===== config.mk =====
export PLATFORM = sky130hd
export DESIGN_NAME = line_segment_pixel_trace
export DESIGN_NICKNAME = d
export VERILOG_FILES = /design/src/hdl/lspt_pkg.sv /design/src/hdl/line_segment_pixel_trace.sv /design/src/hdl/lspt_front.sv /design/src/hdl/lspt_queue.sv /design/src/hdl/lspt_back.sv
export SDC_FILE = /design/constraint.sdc
export NUM_CORES = 2
export LEC_CHECK = 0
export BUFFER_PORTS_ARGS = -buffer_cell sky130_fd_sc_hd__clkbuf_2
export CAP_MARGIN = 30
export CORE_MARGIN = 1.5
export CORE_UTILIZATION = 49
export DETAILED_ROUTE_END_ITERATION = 8
export GPL_ROUTABILITY_DRIVEN = 0
export HOLD_SLACK_MARGIN = 0.12
export SLEW_MARGIN = 20
export SYNTH_ARGS = -nofsm -noshare
export SYNTH_HDL_FRONTEND = slang
export SYNTH_SLANG_ARGS = --single-unit

===== constraint.sdc =====
create_clock -name clk -period 12.16 [get_ports clk]
set_clock_uncertainty 0.2 [all_clocks]
set_input_delay 1.824 -clock clk [delete_from_list [all_inputs] [get_ports clk]]
set_output_delay 1.824 -clock clk [all_outputs]
set_load 0.02 [all_outputs]

===== src/hdl/lspt_pkg.sv =====
// Shared types and fixed constants for the line segment pixel trace block.
// Holds the grid geometry and the job word passed from the setup front end to the cell stepper.
// No dependencies.
package lspt_pkg;

    // Grid is 32 cells a side; coordinates carry 11 fraction bits (Q5.11).
    localparam int GRID_SIZE       = 32;
    localparam int COORD_FRAC_BITS = 11;

    typedef struct packed {
        logic [15:0] xs;
        logic [15:0] ys;
        logic [15:0] xe;
        logic [15:0] ye;
        logic [15:0] adx;
        logic [15:0] ady;
        logic        xup;
        logic        yup;
        logic [16:0] len;
    } lspt_job_t;

endpackage


===== src/hdl/line_segment_pixel_trace.sv =====
// Top level of the line segment pixel trace block.
// Wires setup front end, job queue and cell stepper; depends on lspt_pkg.
//
//  channel | valid     | stall     | word fields
//  in      | valid     | in_stall  | start_x start_y end_x end_y
//  out     | out_valid | stall     | cell_column cell_row path_distance last_cell
//
// Setup: accept the word, 17 square-root steps of dx^2+dy^2, then hand off; the input
// stalls after each accepted word until the hand-off (longer while the queue is full).
// Stepper: each grid-line crossing takes pick, multiply, 17 divide steps and emit; a job
// also takes a pickup step and a step for the final cell.
// The front end sets up the next segment while the stepper works; the queue holds two.
// Reset clears only control state; a stalled output word holds and stops the stepper at its next emit.
module line_segment_pixel_trace (
    input  logic        clk,
    input  logic        rst_n,
    input  logic        valid,
    output logic        in_stall,
    input  logic [15:0] start_x,
    input  logic [15:0] start_y,
    input  logic [15:0] end_x,
    input  logic [15:0] end_y,
    output logic        out_valid,
    input  logic        stall,
    output logic [4:0]  cell_column,
    output logic [4:0]  cell_row,
    output logic [16:0] path_distance,
    output logic        last_cell
);
    import lspt_pkg::*;

    lspt_job_t f_job, q_job;
    logic      f_valid, f_stall, q_valid, q_stall;

    lspt_front u_front (
        .clk(clk), .rst_n(rst_n), .in_valid(valid), .in_stall(in_stall),
        .start_x(start_x), .start_y(start_y), .end_x(end_x), .end_y(end_y),
        .job_valid(f_valid), .job_stall(f_stall), .job(f_job)
    );

    lspt_queue u_queue (
        .clk(clk), .rst_n(rst_n), .wr_valid(f_valid), .wr_stall(f_stall), .wr_job(f_job),
        .rd_valid(q_valid), .rd_stall(q_stall), .rd_job(q_job)
    );

    lspt_back u_back (
        .clk(clk), .rst_n(rst_n), .job_valid(q_valid), .job_stall(q_stall), .job(q_job),
        .out_valid(out_valid), .out_stall(stall), .cell_column(cell_column),
        .cell_row(cell_row), .path_distance(path_distance), .last_cell(last_cell)
    );

endmodule


===== src/hdl/lspt_front.sv =====
// Setup front end: clamps coordinates, takes |dx|, |dy| and the segment length.
// The length comes from a restoring square root, one result bit per cycle.
// Depends on lspt_pkg.
module lspt_front (
    input  logic               clk,
    input  logic               rst_n,
    input  logic               in_valid,
    output logic               in_stall,
    input  logic [15:0]        start_x,
    input  logic [15:0]        start_y,
    input  logic [15:0]        end_x,
    input  logic [15:0]        end_y,
    output logic               job_valid,
    input  logic               job_stall,
    output lspt_pkg::lspt_job_t job
);
    import lspt_pkg::*;

    localparam logic [16:0] LIM = 17'((GRID_SIZE << COORD_FRAC_BITS) - 1);

    localparam logic [1:0] S_IDLE = 2'd0;
    localparam logic [1:0] S_ROOT = 2'd1;
    localparam logic [1:0] S_DONE = 2'd2;

    logic [1:0]  state_reg, state_next;
    lspt_job_t   job_reg;
    logic [32:0] rem_reg;
    logic [16:0] root_reg;
    logic [4:0]  cnt_reg;

    function automatic logic [15:0] clampc(input logic [15:0] v);
        return ({1'b0, v} > LIM) ? LIM[15:0] : v;
    endfunction

    logic [15:0] cxs, cys, cxe, cye, adx, ady;
    logic [32:0] sumsq;

    always_comb
    begin
        cxs = clampc(start_x);
        cys = clampc(start_y);
        cxe = clampc(end_x);
        cye = clampc(end_y);
        adx = (cxe >= cxs) ? cxe - cxs : cxs - cxe;
        ady = (cye >= cys) ? cye - cys : cys - cye;
        sumsq = 33'(32'(adx) * 32'(adx)) + 33'(32'(ady) * 32'(ady));
        state_next = state_reg;
        unique case (state_reg)
            S_IDLE: if (in_valid) state_next = S_ROOT;
            S_ROOT: if (cnt_reg == 5'd0) state_next = S_DONE;
            S_DONE: if (!job_stall) state_next = S_IDLE;
            default: state_next = S_IDLE;
        endcase
    end

    // Restoring square root: 17 result bits, one per cycle, from the top pair down.
    logic [33:0] part_reg;
    logic [33:0] part_sh;
    logic [33:0] sub_try;
    logic [1:0]  pair;
    always_comb
    begin
        pair    = 2'((rem_reg >> (2 * cnt_reg)) & 33'd3);
        part_sh = {part_reg[31:0], pair};
        sub_try = {15'd0, root_reg, 2'b01};
    end

    always_ff @(posedge clk or negedge rst_n)
    begin
        if (!rst_n)
        begin
            state_reg <= S_IDLE;
        end
        else
        begin
            state_reg <= state_next;
        end
    end

    always_ff @(posedge clk)
    begin
        unique case (state_reg)
            S_IDLE:
            begin
                job_reg.xs  <= cxs;
                job_reg.ys  <= cys;
                job_reg.xe  <= cxe;
                job_reg.ye  <= cye;
                job_reg.adx <= adx;
                job_reg.ady <= ady;
                job_reg.xup <= cxe >= cxs;
                job_reg.yup <= cye >= cys;
                rem_reg     <= sumsq;
                root_reg    <= '0;
                part_reg    <= '0;
                cnt_reg     <= 5'd16;
            end
            S_ROOT:
            begin
                if (part_sh >= sub_try)
                begin
                    part_reg <= part_sh - sub_try;
                    root_reg <= {root_reg[15:0], 1'b1};
                end
                else
                begin
                    part_reg <= part_sh;
                    root_reg <= {root_reg[15:0], 1'b0};
                end
                if (cnt_reg == 5'd0)
                    job_reg.len <= (part_sh >= sub_try) ? {root_reg[15:0], 1'b1}
                                                        : {root_reg[15:0], 1'b0};
                cnt_reg <= cnt_reg - 5'd1;
            end
            default: ;
        endcase
    end

    assign in_stall  = (state_reg != S_IDLE);
    assign job_valid = (state_reg == S_DONE);
    assign job       = job_reg;

endmodule


===== src/hdl/lspt_queue.sv =====
// Two-entry job queue between setup and stepping so each side stalls on its own.
// Depends on lspt_pkg.
module lspt_queue (
    input  logic               clk,
    input  logic               rst_n,
    input  logic               wr_valid,
    output logic               wr_stall,
    input  lspt_pkg::lspt_job_t wr_job,
    output logic               rd_valid,
    input  logic               rd_stall,
    output lspt_pkg::lspt_job_t rd_job
);
    import lspt_pkg::*;

    lspt_job_t mem_reg [2];
    logic      wp_reg, rp_reg;
    logic [1:0] cnt_reg;
    logic      wr_go, rd_go;

    assign wr_stall = (cnt_reg == 2'd2);
    assign rd_valid = (cnt_reg != 2'd0);
    assign wr_go    = wr_valid && !wr_stall;
    assign rd_go    = rd_valid && !rd_stall;
    assign rd_job   = mem_reg[rp_reg];

    always_ff @(posedge clk or negedge rst_n)
    begin
        if (!rst_n)
        begin
            wp_reg  <= 1'b0;
            rp_reg  <= 1'b0;
            cnt_reg <= 2'd0;
        end
        else
        begin
            if (wr_go) wp_reg <= !wp_reg;
            if (rd_go) rp_reg <= !rp_reg;
            cnt_reg <= cnt_reg + {1'b0, wr_go} - {1'b0, rd_go};
        end
    end

    always_ff @(posedge clk)
    begin
        if (wr_go) mem_reg[wp_reg] <= wr_job;
    end

endmodule


===== src/hdl/lspt_back.sv =====
// Cell stepper: walks grid-line crossings in distance order and emits one cell a word.
// A crossing distance a*L/d comes from a restoring divider.
// Depends on lspt_pkg.
module lspt_back (
    input  logic               clk,
    input  logic               rst_n,
    input  logic               job_valid,
    output logic               job_stall,
    input  lspt_pkg::lspt_job_t job,
    output logic               out_valid,
    input  logic               out_stall,
    output logic [4:0]         cell_column,
    output logic [4:0]         cell_row,
    output logic [16:0]        path_distance,
    output logic               last_cell
);
    import lspt_pkg::*;

    localparam int FB = COORD_FRAC_BITS;

    localparam logic [2:0] S_IDLE = 3'd0;
    localparam logic [2:0] S_PICK = 3'd1;
    localparam logic [2:0] S_MUL  = 3'd2;
    localparam logic [2:0] S_DIV  = 3'd3;
    localparam logic [2:0] S_EMIT = 3'd4;

    logic [2:0]  state_reg;
    lspt_job_t   j_reg;
    logic [4:0]  col_reg, row_reg, ixs, iys;
    logic [5:0]  nv_reg, nh_reg, vi_reg, hi_reg;
    logic [6:0]  n_reg, i_reg;
    logic [16:0] prev_reg;
    logic        pend_v_reg;
    logic [33:0] num_reg;
    logic [16:0] den_reg, quo_reg;
    logic [17:0] rem_reg;
    logic [4:0]  dcnt_reg;
    logic        first_reg;

    logic        ov_reg;
    logic [4:0]  oc_reg, orow_reg;
    logic [16:0] od_reg;
    logic        ol_reg;

    assign ixs = j_reg.xs[FB +: 5];
    assign iys = j_reg.ys[FB +: 5];

    function automatic logic [16:0] loff(input logic [15:0] c, input logic [4:0] idx,
                                         input logic up, input logic [5:0] k);
        logic [22:0] ln;
        ln = up ? (23'(idx) + 23'd1 + 23'(k)) << FB : (23'(idx) - 23'(k)) << FB;
        return up ? 17'(ln - 23'(c)) : 17'(23'(c) - ln);
    endfunction

    logic [16:0] va, ha;
    logic        take_v;
    logic [33:0] lhs, rhs;
    always_comb
    begin
        va = loff(j_reg.xs, ixs, j_reg.xup, vi_reg);
        ha = loff(j_reg.ys, iys, j_reg.yup, hi_reg);
        lhs = 34'(va) * 34'(j_reg.ady);
        rhs = 34'(ha) * 34'(j_reg.adx);
    end

    logic        lt_reg;
    assign take_v = (vi_reg < nv_reg) && ((hi_reg >= nh_reg) || lt_reg);

    logic [33:0] prod;
    assign prod = (take_v ? 34'(va) : 34'(ha)) * 34'(j_reg.len);

    logic [17:0] rsh;
    assign rsh = {rem_reg[16:0], num_reg[33]};

    logic out_free;
    logic fin_go, emit_go;
    assign out_free  = !ov_reg || !out_stall;
    assign fin_go    = (state_reg == S_PICK) && (n_reg == 7'd0 || i_reg == n_reg) && out_free;
    assign emit_go   = (state_reg == S_EMIT) && out_free;
    assign job_stall = (state_reg != S_IDLE);
    assign out_valid = ov_reg;
    assign cell_column   = oc_reg;
    assign cell_row      = orow_reg;
    assign path_distance = od_reg;
    assign last_cell     = ol_reg;

    always_ff @(posedge clk or negedge rst_n)
    begin
        if (!rst_n)
        begin
            state_reg <= S_IDLE;
            ov_reg    <= 1'b0;
        end
        else
        begin
            ov_reg <= fin_go || emit_go || (ov_reg && out_stall);
            unique case (state_reg)
                S_IDLE: if (job_valid) state_reg <= S_PICK;
                S_PICK:
                begin
                    if (n_reg == 7'd0 || i_reg == n_reg)
                    begin
                        if (out_free)
                            state_reg <= S_IDLE;
                    end
                    else
                        state_reg <= S_MUL;
                end
                S_MUL: state_reg <= S_DIV;
                S_DIV: if (dcnt_reg == 5'd0) state_reg <= S_EMIT;
                S_EMIT:
                    if (out_free)
                        state_reg <= S_PICK;
                default: state_reg <= S_IDLE;
            endcase
        end
    end

    logic [5:0] nv_c, nh_c;
    always_comb
    begin
        nv_c = (job.xe[FB +: 5] >= job.xs[FB +: 5]) ?
               6'(job.xe[FB +: 5] - job.xs[FB +: 5]) : 6'(job.xs[FB +: 5] - job.xe[FB +: 5]);
        nh_c = (job.ye[FB +: 5] >= job.ys[FB +: 5]) ?
               6'(job.ye[FB +: 5] - job.ys[FB +: 5]) : 6'(job.ys[FB +: 5] - job.ye[FB +: 5]);
    end

    always_ff @(posedge clk)
    begin
        unique case (state_reg)
            S_IDLE:
            begin
                j_reg     <= job;
                col_reg   <= job.xs[FB +: 5];
                row_reg   <= job.ys[FB +: 5];
                nv_reg    <= nv_c;
                nh_reg    <= nh_c;
                n_reg     <= 7'(nv_c) + 7'(nh_c);
                vi_reg    <= '0;
                hi_reg    <= '0;
                i_reg     <= '0;
                first_reg <= 1'b1;
                prev_reg  <= '0;
            end
            S_PICK:
            begin
                lt_reg <= lhs <= rhs;
                if (fin_go)
                begin
                    oc_reg   <= col_reg;
                    orow_reg <= row_reg;
                    od_reg   <= j_reg.len;
                    ol_reg   <= 1'b1;
                end
            end
            S_MUL:
            begin
                // Hold the chosen crossing and set up numerator a*L over d.
                pend_v_reg <= take_v;
                den_reg  <= take_v ? {1'b0, j_reg.adx} : {1'b0, j_reg.ady};
                quo_reg  <= '0;
                dcnt_reg <= 5'd16;
                // Quotient fits in 17 bits: preload the top product bits into the remainder.
                rem_reg  <= 18'(prod >> 17);
                num_reg  <= prod << 17;
            end
            S_DIV:
            begin
                if (rsh >= {1'b0, den_reg})
                begin
                    rem_reg <= rsh - {1'b0, den_reg};
                    quo_reg <= {quo_reg[15:0], 1'b1};
                end
                else
                begin
                    rem_reg <= rsh;
                    quo_reg <= {quo_reg[15:0], 1'b0};
                end
                num_reg  <= num_reg << 1;
                dcnt_reg <= dcnt_reg - 5'd1;
            end
            S_EMIT:
            begin
                if (out_free)
                begin
                    // Start cell reports zero; a middle cell the midpoint of its crossings.
                    if (first_reg)
                    begin
                        oc_reg   <= col_reg;
                        orow_reg <= row_reg;
                        od_reg   <= '0;
                        ol_reg   <= 1'b0;
                    end
                    else
                    begin
                        oc_reg   <= col_reg;
                        orow_reg <= row_reg;
                        od_reg   <= 17'(({1'b0, prev_reg} + {1'b0, quo_reg}) >> 1);
                        ol_reg   <= 1'b0;
                    end
                    first_reg <= 1'b0;
                    prev_reg  <= quo_reg;
                    i_reg     <= i_reg + 7'd1;
                    if (pend_v_reg)
                    begin
                        vi_reg  <= vi_reg + 6'd1;
                        col_reg <= j_reg.xup ? col_reg + 5'd1 : col_reg - 5'd1;
                    end
                    else
                    begin
                        hi_reg  <= hi_reg + 6'd1;
                        row_reg <= j_reg.yup ? row_reg + 5'd1 : row_reg - 5'd1;
                    end
                end
            end
            default: ;
        endcase
    end

endmodule


== Word level (Yosys, flattened, before mapping) ==
Memories as Yosys holds them, arrays and structs flattened.
Cells that the tools add are included.

* Equal/unequal tests: 18
* Order comparisons: 9
* Add/sub/neg operators: 34
* Bitwise logic cells: 0
* Multiplexer cells: 65
* Reduce and logical (&&, ||, !) cells: 37
* $mul: 5
* Shift-type cells: 1
* Divide/modulo/power cells: 0

{| class="wikitable"
|+ Operators with widths
! kind !! number
|-
| 17-bit two-way mux || 10
|-
| 17-bit one-hot mux with 2 select lines || 5
|-
| 34-bit one-hot mux with 2 select lines || 1
|-
| 17-bit by 16-bit multiplier with 33-bit output || 2
|-
| 16-bit by 16-bit multiplier with 32-bit output || 2
|-
| 32-bit one-hot mux with 2 select lines || 1
|-
| 16-bit subtractor || 4
|-
| 5-bit one-hot mux with 2 select lines || 6
|-
| 5-bit two-way mux || 10
|-
| 16-bit two-way mux || 3
|-
| 6-bit two-way mux || 6
|-
| 34-bit by 19-bit greater-or-equal comparator with 1-bit output || 1
|-
| 34-bit by 17-bit multiplier with 34-bit output || 1
|-
| 16-bit by 17-bit subtractor with 17-bit output || 2
|-
| 17-bit by 16-bit subtractor with 17-bit output || 2
|-
| 32-bit by 32-bit adder with 33-bit output || 1
|-
| 33-bit less-or-equal comparator || 1
|-
| 33-bit by 6-bit >> shifter with 2-bit output || 1
|-
| 16-bit greater-or-equal comparator || 2
|-
| 32-bit two-way mux || 1
|-
| 32-bit by 19-bit subtractor with 32-bit output || 1
|-
| 6-bit one-hot mux with 2 select lines || 2
|-
| 5-bit by 5-bit subtractor with 6-bit output || 4
|-
| 5-bit by 1-bit subtractor with 5-bit output (second input constant) || 4
|-
| other kinds (44) || 96
|}

* Register bits after elaboration: 481
* Bits of input ports: 68
* RAM bits: 230
* Output and inout bits: 30
* Memories kept: 1
* Latch bits: 0
* Logic and storage cells: 217
* Bits in read-only memories: 0

{| class="wikitable"
|+ Memory list
! name !! depth !! width !! read ports !! clocked after Yosys merged registers in !! write ports !! line !! source
|-
| u_queue.mem_reg || 2 || 115 || 1 || 0 || 1 || lspt_queue.sv:15 || <nowiki>lspt_job_t mem_reg [2];</nowiki>
|}

== Logic depth before layout (Yosys ltp) ==
* Depth in word-level cells: 8
* Gate-level depth with buffers: 46
* Mapped depth without buffers: 45

== Hierarchy ==
Synthesis repeated with hierarchy kept, for this count alone.

* Cells, all modules: 7,658
* Area, all modules: 78,655.4 um^2

{| class="wikitable"
|+ Modules (own cells, without submodules)
! module !! seq. area each (um^2) !! instances !! area each (um^2) !! cells each
|-
| lspt_back || 7,637.3 || 1 || 43,895.8 || 4,672
|-
| lspt_front || 6,115.9 || 1 || 26,105.0 || 2,610
|-
| lspt_queue || 7,006.7 || 1 || 8,654.6 || 376
|}

== Worst setup path before layout ==
OpenSTA, ideal clock, no wires.

* Path kind: input -> register
* From: input end_x[0]
* To: register u_front.rem_reg[32], data pin
* Slack: 0.585 ns
* Library setup time: 0.260 ns
* Data required time: 11.700 ns
* Cell stages on the path: 40
* Arrival time: 11.116 ns
* Path buffers: 2
* Cell sequence: inv_1 -> ha_1 -> inv_1 -> fa_1 -> a21o_1 -> a21oi_1 -> o21bai_1 -> o31a_1 -> a311oi_4 -> buf_4 -> mux2i_1 -> xnor2_2 -> inv_1 -> buf_2 -> nor2_1 -> fa_1 -> fa_1 -> inv_1 -> [4 not listed] -> inv_1 -> fa_1 -> inv_1 -> fa_1 -> inv_1 -> fa_1 -> inv_1 -> ha_1 -> a21o_1 -> nand2_1 -> and3_1 -> o21ai_0 -> o22a_1 -> a211o_1 -> o31ai_1 -> o21a_1 -> o21ai_0 -> xnor2_1

* Cells in the longest elaborated chain, start to end: 4
* Elaborated cells between the ends (all ways): 6
* Those cells by class: add/sub: 3; mul: 1; order compare: 1; mux: 1

{| class="wikitable"
|+ Ends and longest elaborated chain
! element !! line !! source
|-
| start, declared || line_segment_pixel_trace.sv:21 || <nowiki>input logic [15:0] end_x,</nowiki>
|-
| 16-bit subtractor or 16-bit greater-or-equal comparator (tied branches) || lspt_front.sv:44 || <nowiki>adx = (cxe >= cxs) ? cxe - cxs : cxs - cxe;</nowiki>
|-
| 16-bit two-way mux * || lspt_front.sv:44 ||
|-
| via u_front.adx[4] || lspt_front.sv:35 || <nowiki>logic [15:0] cxs, cys, cxe, cye, adx, ady;</nowiki>
|-
| 16-bit by 16-bit multiplier with 32-bit output * || lspt_front.sv:46 || <nowiki>sumsq = 33'(32'(adx) * 32'(adx)) + 33'(32'(ady) * 32'(ady));</nowiki>
|-
| 32-bit by 32-bit adder with 33-bit output * || lspt_front.sv:46 ||
|-
| via u_front.sumsq[32] || lspt_front.sv:36 || <nowiki>logic [32:0] sumsq;</nowiki>
|-
| end signal, assigned || lspt_front.sv:93 || <nowiki>rem_reg <= sumsq;</nowiki>
|-
| end, declared || lspt_front.sv:27 || <nowiki>logic [32:0] rem_reg;</nowiki>
|}

The timed path passes the listed nets; every way through them passes the cells marked *.
A chain may end at the register's enable or synchronous reset.

== Worst setup path in the final report ==
* From: register u_back.hi_reg[0]
* To: register u_back.lt_reg, data pin

* Cells in the longest elaborated chain, start to end: 6
* Elaborated cells between the ends (all ways): 8
* Those cells by class: add/sub: 4; mul: 1; order compare: 1; mux: 2

{| class="wikitable"
|+ Ends and longest elaborated chain
! element !! line !! source
|-
| start, declared || lspt_back.sv:30 || <nowiki>logic [5:0] nv_reg, nh_reg, vi_reg, hi_reg;</nowiki>
|-
| start signal, assigned || lspt_back.sv:211 || <nowiki>hi_reg <= hi_reg + 6'd1;</nowiki>
|-
| 5-bit by 6-bit subtractor with 6-bit output or 6-bit adder (tied branches) || lspt_back.sv:51 || <nowiki>ln = up ? (23'(idx) + 23'd1 + 23'(k)) << FB : (23'(idx) - 23'(k)) << FB;</nowiki>
|-
| 17-bit two-way mux * || lspt_back.sv:51 ||
|-
| 16-bit by 17-bit subtractor with 17-bit output or 17-bit by 16-bit subtractor with 17-bit output (tied branches) || lspt_back.sv:52 || <nowiki>return up ? 17'(ln - 23'(c)) : 17'(23'(c) - ln);</nowiki>
|-
| 17-bit two-way mux * || lspt_back.sv:52 ||
|-
| 17-bit by 16-bit multiplier with 33-bit output * || lspt_back.sv:63 || <nowiki>rhs = 34'(ha) * 34'(j_reg.adx);</nowiki>
|-
| 33-bit less-or-equal comparator * || lspt_back.sv:147 || <nowiki>lt_reg <= lhs <= rhs;</nowiki>
|-
| end signal, assigned || lspt_back.sv:147 ||
|-
| end, declared || lspt_back.sv:66 || <nowiki>logic lt_reg;</nowiki>
|}

Every way passes the cells marked *; elsewhere a longest branch is shown, timed or not.

==> report_table.html <==
<table>
<tr><th>Metric</th><th>Value</th></tr>
<tr><th colspan="2">Detailed routing</th></tr>
<tr><td>Average wire per standard cell</td><td>19.71 um</td></tr>
<tr><td>Starting DRC count in detailed routing</td><td>3141</td></tr>
<tr><td>Total wire length</td><td>188000 um</td></tr>
<tr><td>Detail-routed via count per cell</td><td>5.315</td></tr>
<tr><td>DR pass1 iterations</td><td>6</td></tr>
<tr><td>Via count</td><td>50710</td></tr>
<tr><td>Detailed-route DRC error count</td><td>0</td></tr>
<tr><td>Post-route ant nets</td><td>0</td></tr>
<tr><th colspan="2">Logic synthesis</th></tr>
<tr><td>Multiplexer fraction of the synthesized cell area</td><td>2.614%</td></tr>
<tr><td>Dominant combinational cell family by area after synthesis</td><td>adder cells</td></tr>
<tr><td>Most used DFF post-synth</td><td>edfxtp_1</td></tr>
<tr><td>Ys async rst share</td><td>1.595%</td></tr>
<tr><td>Count of synthesis-stage warnings from yosys</td><td>0</td></tr>
<tr><td>Post-synthesis cell type count</td><td>93</td></tr>
<tr><td>Net count of the mapped netlist</td><td>9219</td></tr>
<tr><td>Compound-gate portion of the synthesized area</td><td>6.754%</td></tr>
<tr><td>Synth Area in Adders</td><td>40.72%</td></tr>
<tr><td>Count of flip-flops with a built-in enable after synthesis</td><td>617</td></tr>
<tr><td>Fraction of the yosys area taken by sequential cells</td><td>25.24%</td></tr>
<tr><td>Synth Cell Area</td><td>74400 um^2</td></tr>
<tr><td>Synth Instances</td><td>7360</td></tr>
<tr><td>XOR/XNOR share of the synthesized area</td><td>3.449%</td></tr>
<tr><td>Simple logic cell fraction of the synthesized area</td><td>11.98%</td></tr>
<tr><td>Mean area per synthesized cell</td><td>10.11 um^2</td></tr>
<tr><td>Seq cells post-synth</td><td>627</td></tr>
<tr><th colspan="2">Layout</th></tr>
<tr><td>Number of nets in the finished design</td><td>9325</td></tr>
<tr><td>Largest register FFs</td><td>186</td></tr>
<tr><td>Non-Filler Cell Area, Final</td><td>80460 um^2</td></tr>
<tr><td>Area growth syn-to-layout</td><td>8.155%</td></tr>
<tr><td>Proportion of layout cells with a drive suffix above 1</td><td>7.683%</td></tr>
<tr><th colspan="2">STA</th></tr>
<tr><td>Hold Vio Cnt, Final</td><td>0</td></tr>
<tr><td>Max Slew Vio Count</td><td>0</td></tr>
<tr><td>Worst rel slew slack</td><td>28.91%</td></tr>
<tr><td>Total of endpoints with negative setup slack in the final report</td><td>0</td></tr>
<tr><td>Portion of the clock cycle consumed by the worst path in the final layout</td><td>94.92%</td></tr>
<tr><td>Setup_tns</td><td>0 ns</td></tr>
<tr><td>Max Clock Freq</td><td>86.64 MHz</td></tr>
<tr><td>Worst-margin pin slew</td><td>1.066 ns</td></tr>
<tr><td>Final Critical Period</td><td>11.54 ns</td></tr>
<tr><td>RSZ-0062 raised after global routing</td><td>false</td></tr>
<tr><th colspan="2">Min path</th></tr>
<tr><td>Min-delay worst type</td><td>reg -&gt; reg</td></tr>
<tr><th colspan="2">Placement</th></tr>
<tr><td>IO Port Bufs</td><td>97</td></tr>
<tr><td>Area after DPL</td><td>77920 um^2</td></tr>
<tr><td>HPWL after DPL</td><td>151000 um</td></tr>
<tr><th colspan="2">Clock network</th></tr>
<tr><td>Post-CTS clock slew at the launch and capture registers of the worst setup and hold paths</td><td>0.06 ns</td></tr>
<tr><td>Clock buffers created by TritonCTS</td><td>73</td></tr>
<tr><td>Clock tree from TritonCTS</td><td>built</td></tr>
<tr><td>Clock tree sinks</td><td>627</td></tr>
<tr><td>Root buffer cell</td><td>clkbuf_16</td></tr>
<tr><td>Clk_lat worst skew</td><td>0.70 ns</td></tr>
<tr><td>Max H-tree Level</td><td>3</td></tr>
<tr><td>Clock buffer depth</td><td>3</td></tr>
<tr><td>Post-CTS Setup Repair Bufs</td><td>0</td></tr>
<tr><th colspan="2">Global routing</th></tr>
<tr><td>Number of global-route vias before repair</td><td>53350</td></tr>
<tr><td>Wire length of the first global-routing pass</td><td>299500 um</td></tr>
<tr><td>GRT overflow</td><td>0</td></tr>
<tr><td>Largest net degree at the start of global routing</td><td>77</td></tr>
<tr><td>Number of antenna violations at the first check in global routing</td><td>8</td></tr>
<tr><td>Global Route Usage Sum</td><td>25.20%</td></tr>
<tr><th colspan="2">Setup path</th></tr>
<tr><td>Worst EP required</td><td>12.39 ns</td></tr>
<tr><td>Number of buffers and inverters on the critical path</td><td>6</td></tr>
<tr><td>Most repeated library cell on the critical path</td><td>fa_1</td></tr>
<tr><td>Slowest-stage cell, CP</td><td>a21oi_1</td></tr>
<tr><td>Critical path peak fanout</td><td>6</td></tr>
<tr><td>Sort of element at the start of the critical path</td><td>flop</td></tr>
<tr><td>Data arrival, critical path</td><td>11.77 ns</td></tr>
<tr><td>Cell family with most CP delay</td><td>adder cells</td></tr>
<tr><td>Delay of the slowest cell on the worst path</td><td>0.72 ns</td></tr>
<tr><td>CP Capture Type</td><td>flop</td></tr>
<tr><td>Type of the setup path with the least slack</td><td>reg -&gt; reg</td></tr>
<tr><td>Reg2Reg Setup Slack</td><td>0.62 ns</td></tr>
<tr><th colspan="2">Floorplanning</th></tr>
<tr><td>Area enclosed by the die boundary</td><td>154200 um^2</td></tr>
<tr><td>DIE HEIGHT</td><td>392.7 um</td></tr>
<tr><td>Row count</td><td>142</td></tr>
<tr><td>Boundary pin count</td><td>98</td></tr>
<tr><td>Die Span X</td><td>392.7 um</td></tr>
<tr><td>Initial standard-cell utilization of the core</td><td>49.50%</td></tr>
<tr><td>Placeable core region</td><td>150300 um^2</td></tr>
<tr><th colspan="2">Outcome</th></tr>
<tr><td>Run status</td><td>completed</td></tr>
<tr><th colspan="2">Flow run</th></tr>
<tr><td>Total of max-cap violations</td><td>0</td></tr>
</table>
==> worst register-to-register path: cells and delay by family, from the launching register on <==
family	cells	cell delay (ns)
adder cells (fa/ha/maj)	11	4.67
multiplexers	2	0.63
buffers and inverters	6	0.42
flip-flops	1	0.49
AND/OR/NAND/NOR	4	1.29
AO/OA/AOI/OAI	15	3.60
==> metal layers <==
metal / up-vias / part of all wire, % / global-route usage [%]
met5: - / 0.014 / 0
met4: 4 / 3.5 / 8.768
met3: 245 / 5.5 / 3.468
met2: 1269 / 47 / 41.21
met1: 25680 / 44 / 34.39
li1: 23520 / - / -
==> path summary, 6_finish.rpt <==
kind / startpoint / endpoint / cells after the start
worst min register to register: u_front.job[79] / u_queue.mem_reg[0][79] / 0
max in group asynchronous: rst_n / u_queue.rp_reg / 1
worst max-delay path: u_back.hi_reg[0] / u_back.lt_reg / 38
worst min-delay path: u_front.job[79] / u_queue.mem_reg[0][79] / 0
min in group asynchronous: rst_n / u_back.out_valid / 1
worst max register to register: u_back.hi_reg[0] / u_back.lt_reg / 38
==> timing repair <==
item / CTS / global route
hold buffers: 0 / 0
endpoints found under the setup margin: 0 / 1
resized for setup: 0 / 2
==> layout by cell type, fill, tap and decap left out, drive strengths merged, types with 28 or more instances in the layout <==
| cell | instances |
|---|---|
| inv | 1570 |
| fa | 1050 |
| nand2 | 771 |
| ha | 741 |
| edfxtp | 617 |
| nor2 | 373 |
| and2 | 371 |
| a21oi | 259 |
| xnor2 | 188 |
| buf | 181 |
| clkbuf | 181 |
| o21ai | 147 |
| a21o | 107 |
| mux2 | 104 |
| xor2 | 99 |
| and3 | 65 |
| mux2i | 57 |
| nor3 | 55 |
| nand2b | 48 |
| nand3 | 48 |
| o21bai | 46 |
| nor2b | 43 |
| clkinv | 35 |
| nand4 | 28 |
==> cells by family after synthesis <==
logic type / count (synthesis)
flip-flops: 627
AND/OR/NAND/NOR: 1887
adder cells (fa/ha/maj): 1791
AO/OA/AOI/OAI: 781
buffers and inverters: 1817
XOR/XNOR: 287
multiplexers: 170
==> stage by stage <==
| step | utilization (%) | setup WS (ns) | cells | hold WS, ns |
|---|---|---|---|---|
| after floorplan | - | 0.5846 | 7360 | 0.2215 |
| after global placement | 51.82 | 0.1191 | 9401 | 0.2232 |
| after detailed placement | 51.84 | 0.06449 | 9404 | 0.2290 |
| after CTS | 53.48 | 0.3572 | 9536 | 0.2365 |
| after global routing | 53.53 | 0.03295 | 9540 | 0.2469 |
| final | 53.53 | 0.6174 | 9542 | 0.2359 |
==> Yosys cell counts (48+ instances only) <==
cell type / instances / share of area [%]
a21o_1: 107 / 1.1
a21oi_1: 258 / 1.7
and2_1: 369 / 3.1
and3_1: 65 / 0.55
clkbuf_1: 185 / 0.93
edfxtp_1: 617 / 25
fa_1: 1050 / 28
ha_1: 741 / 12
inv_1: 1557 / 7.9
mux2_2: 103 / 1.6
mux2i_1: 57 / 0.77
nand2_1: 771 / 3.9
nand2b_1: 48 / 0.40
nand3_1: 48 / 0.32
nor2_1: 371 / 1.9
nor3_1: 55 / 0.37
o21ai_0: 141 / 0.95
xnor2_1: 183 / 2.2
xor2_1: 97 / 1.1
==> layout make-up <==
cell class                 count  area [um^2]
fill                       13620        69850
multi-input combinational   4916        48870
sequential                   627        18780
inverter                    1569         5892
tap                         2016         2522
timing repair buffer         279         1922
clock buffer                  83         1864
clock inverter                49        601.8
antenna                        3        7.507
Power is left out: the tool's default activity adds up to more than one toggle a clock period on the data nets, which glitch-free logic cannot reach.
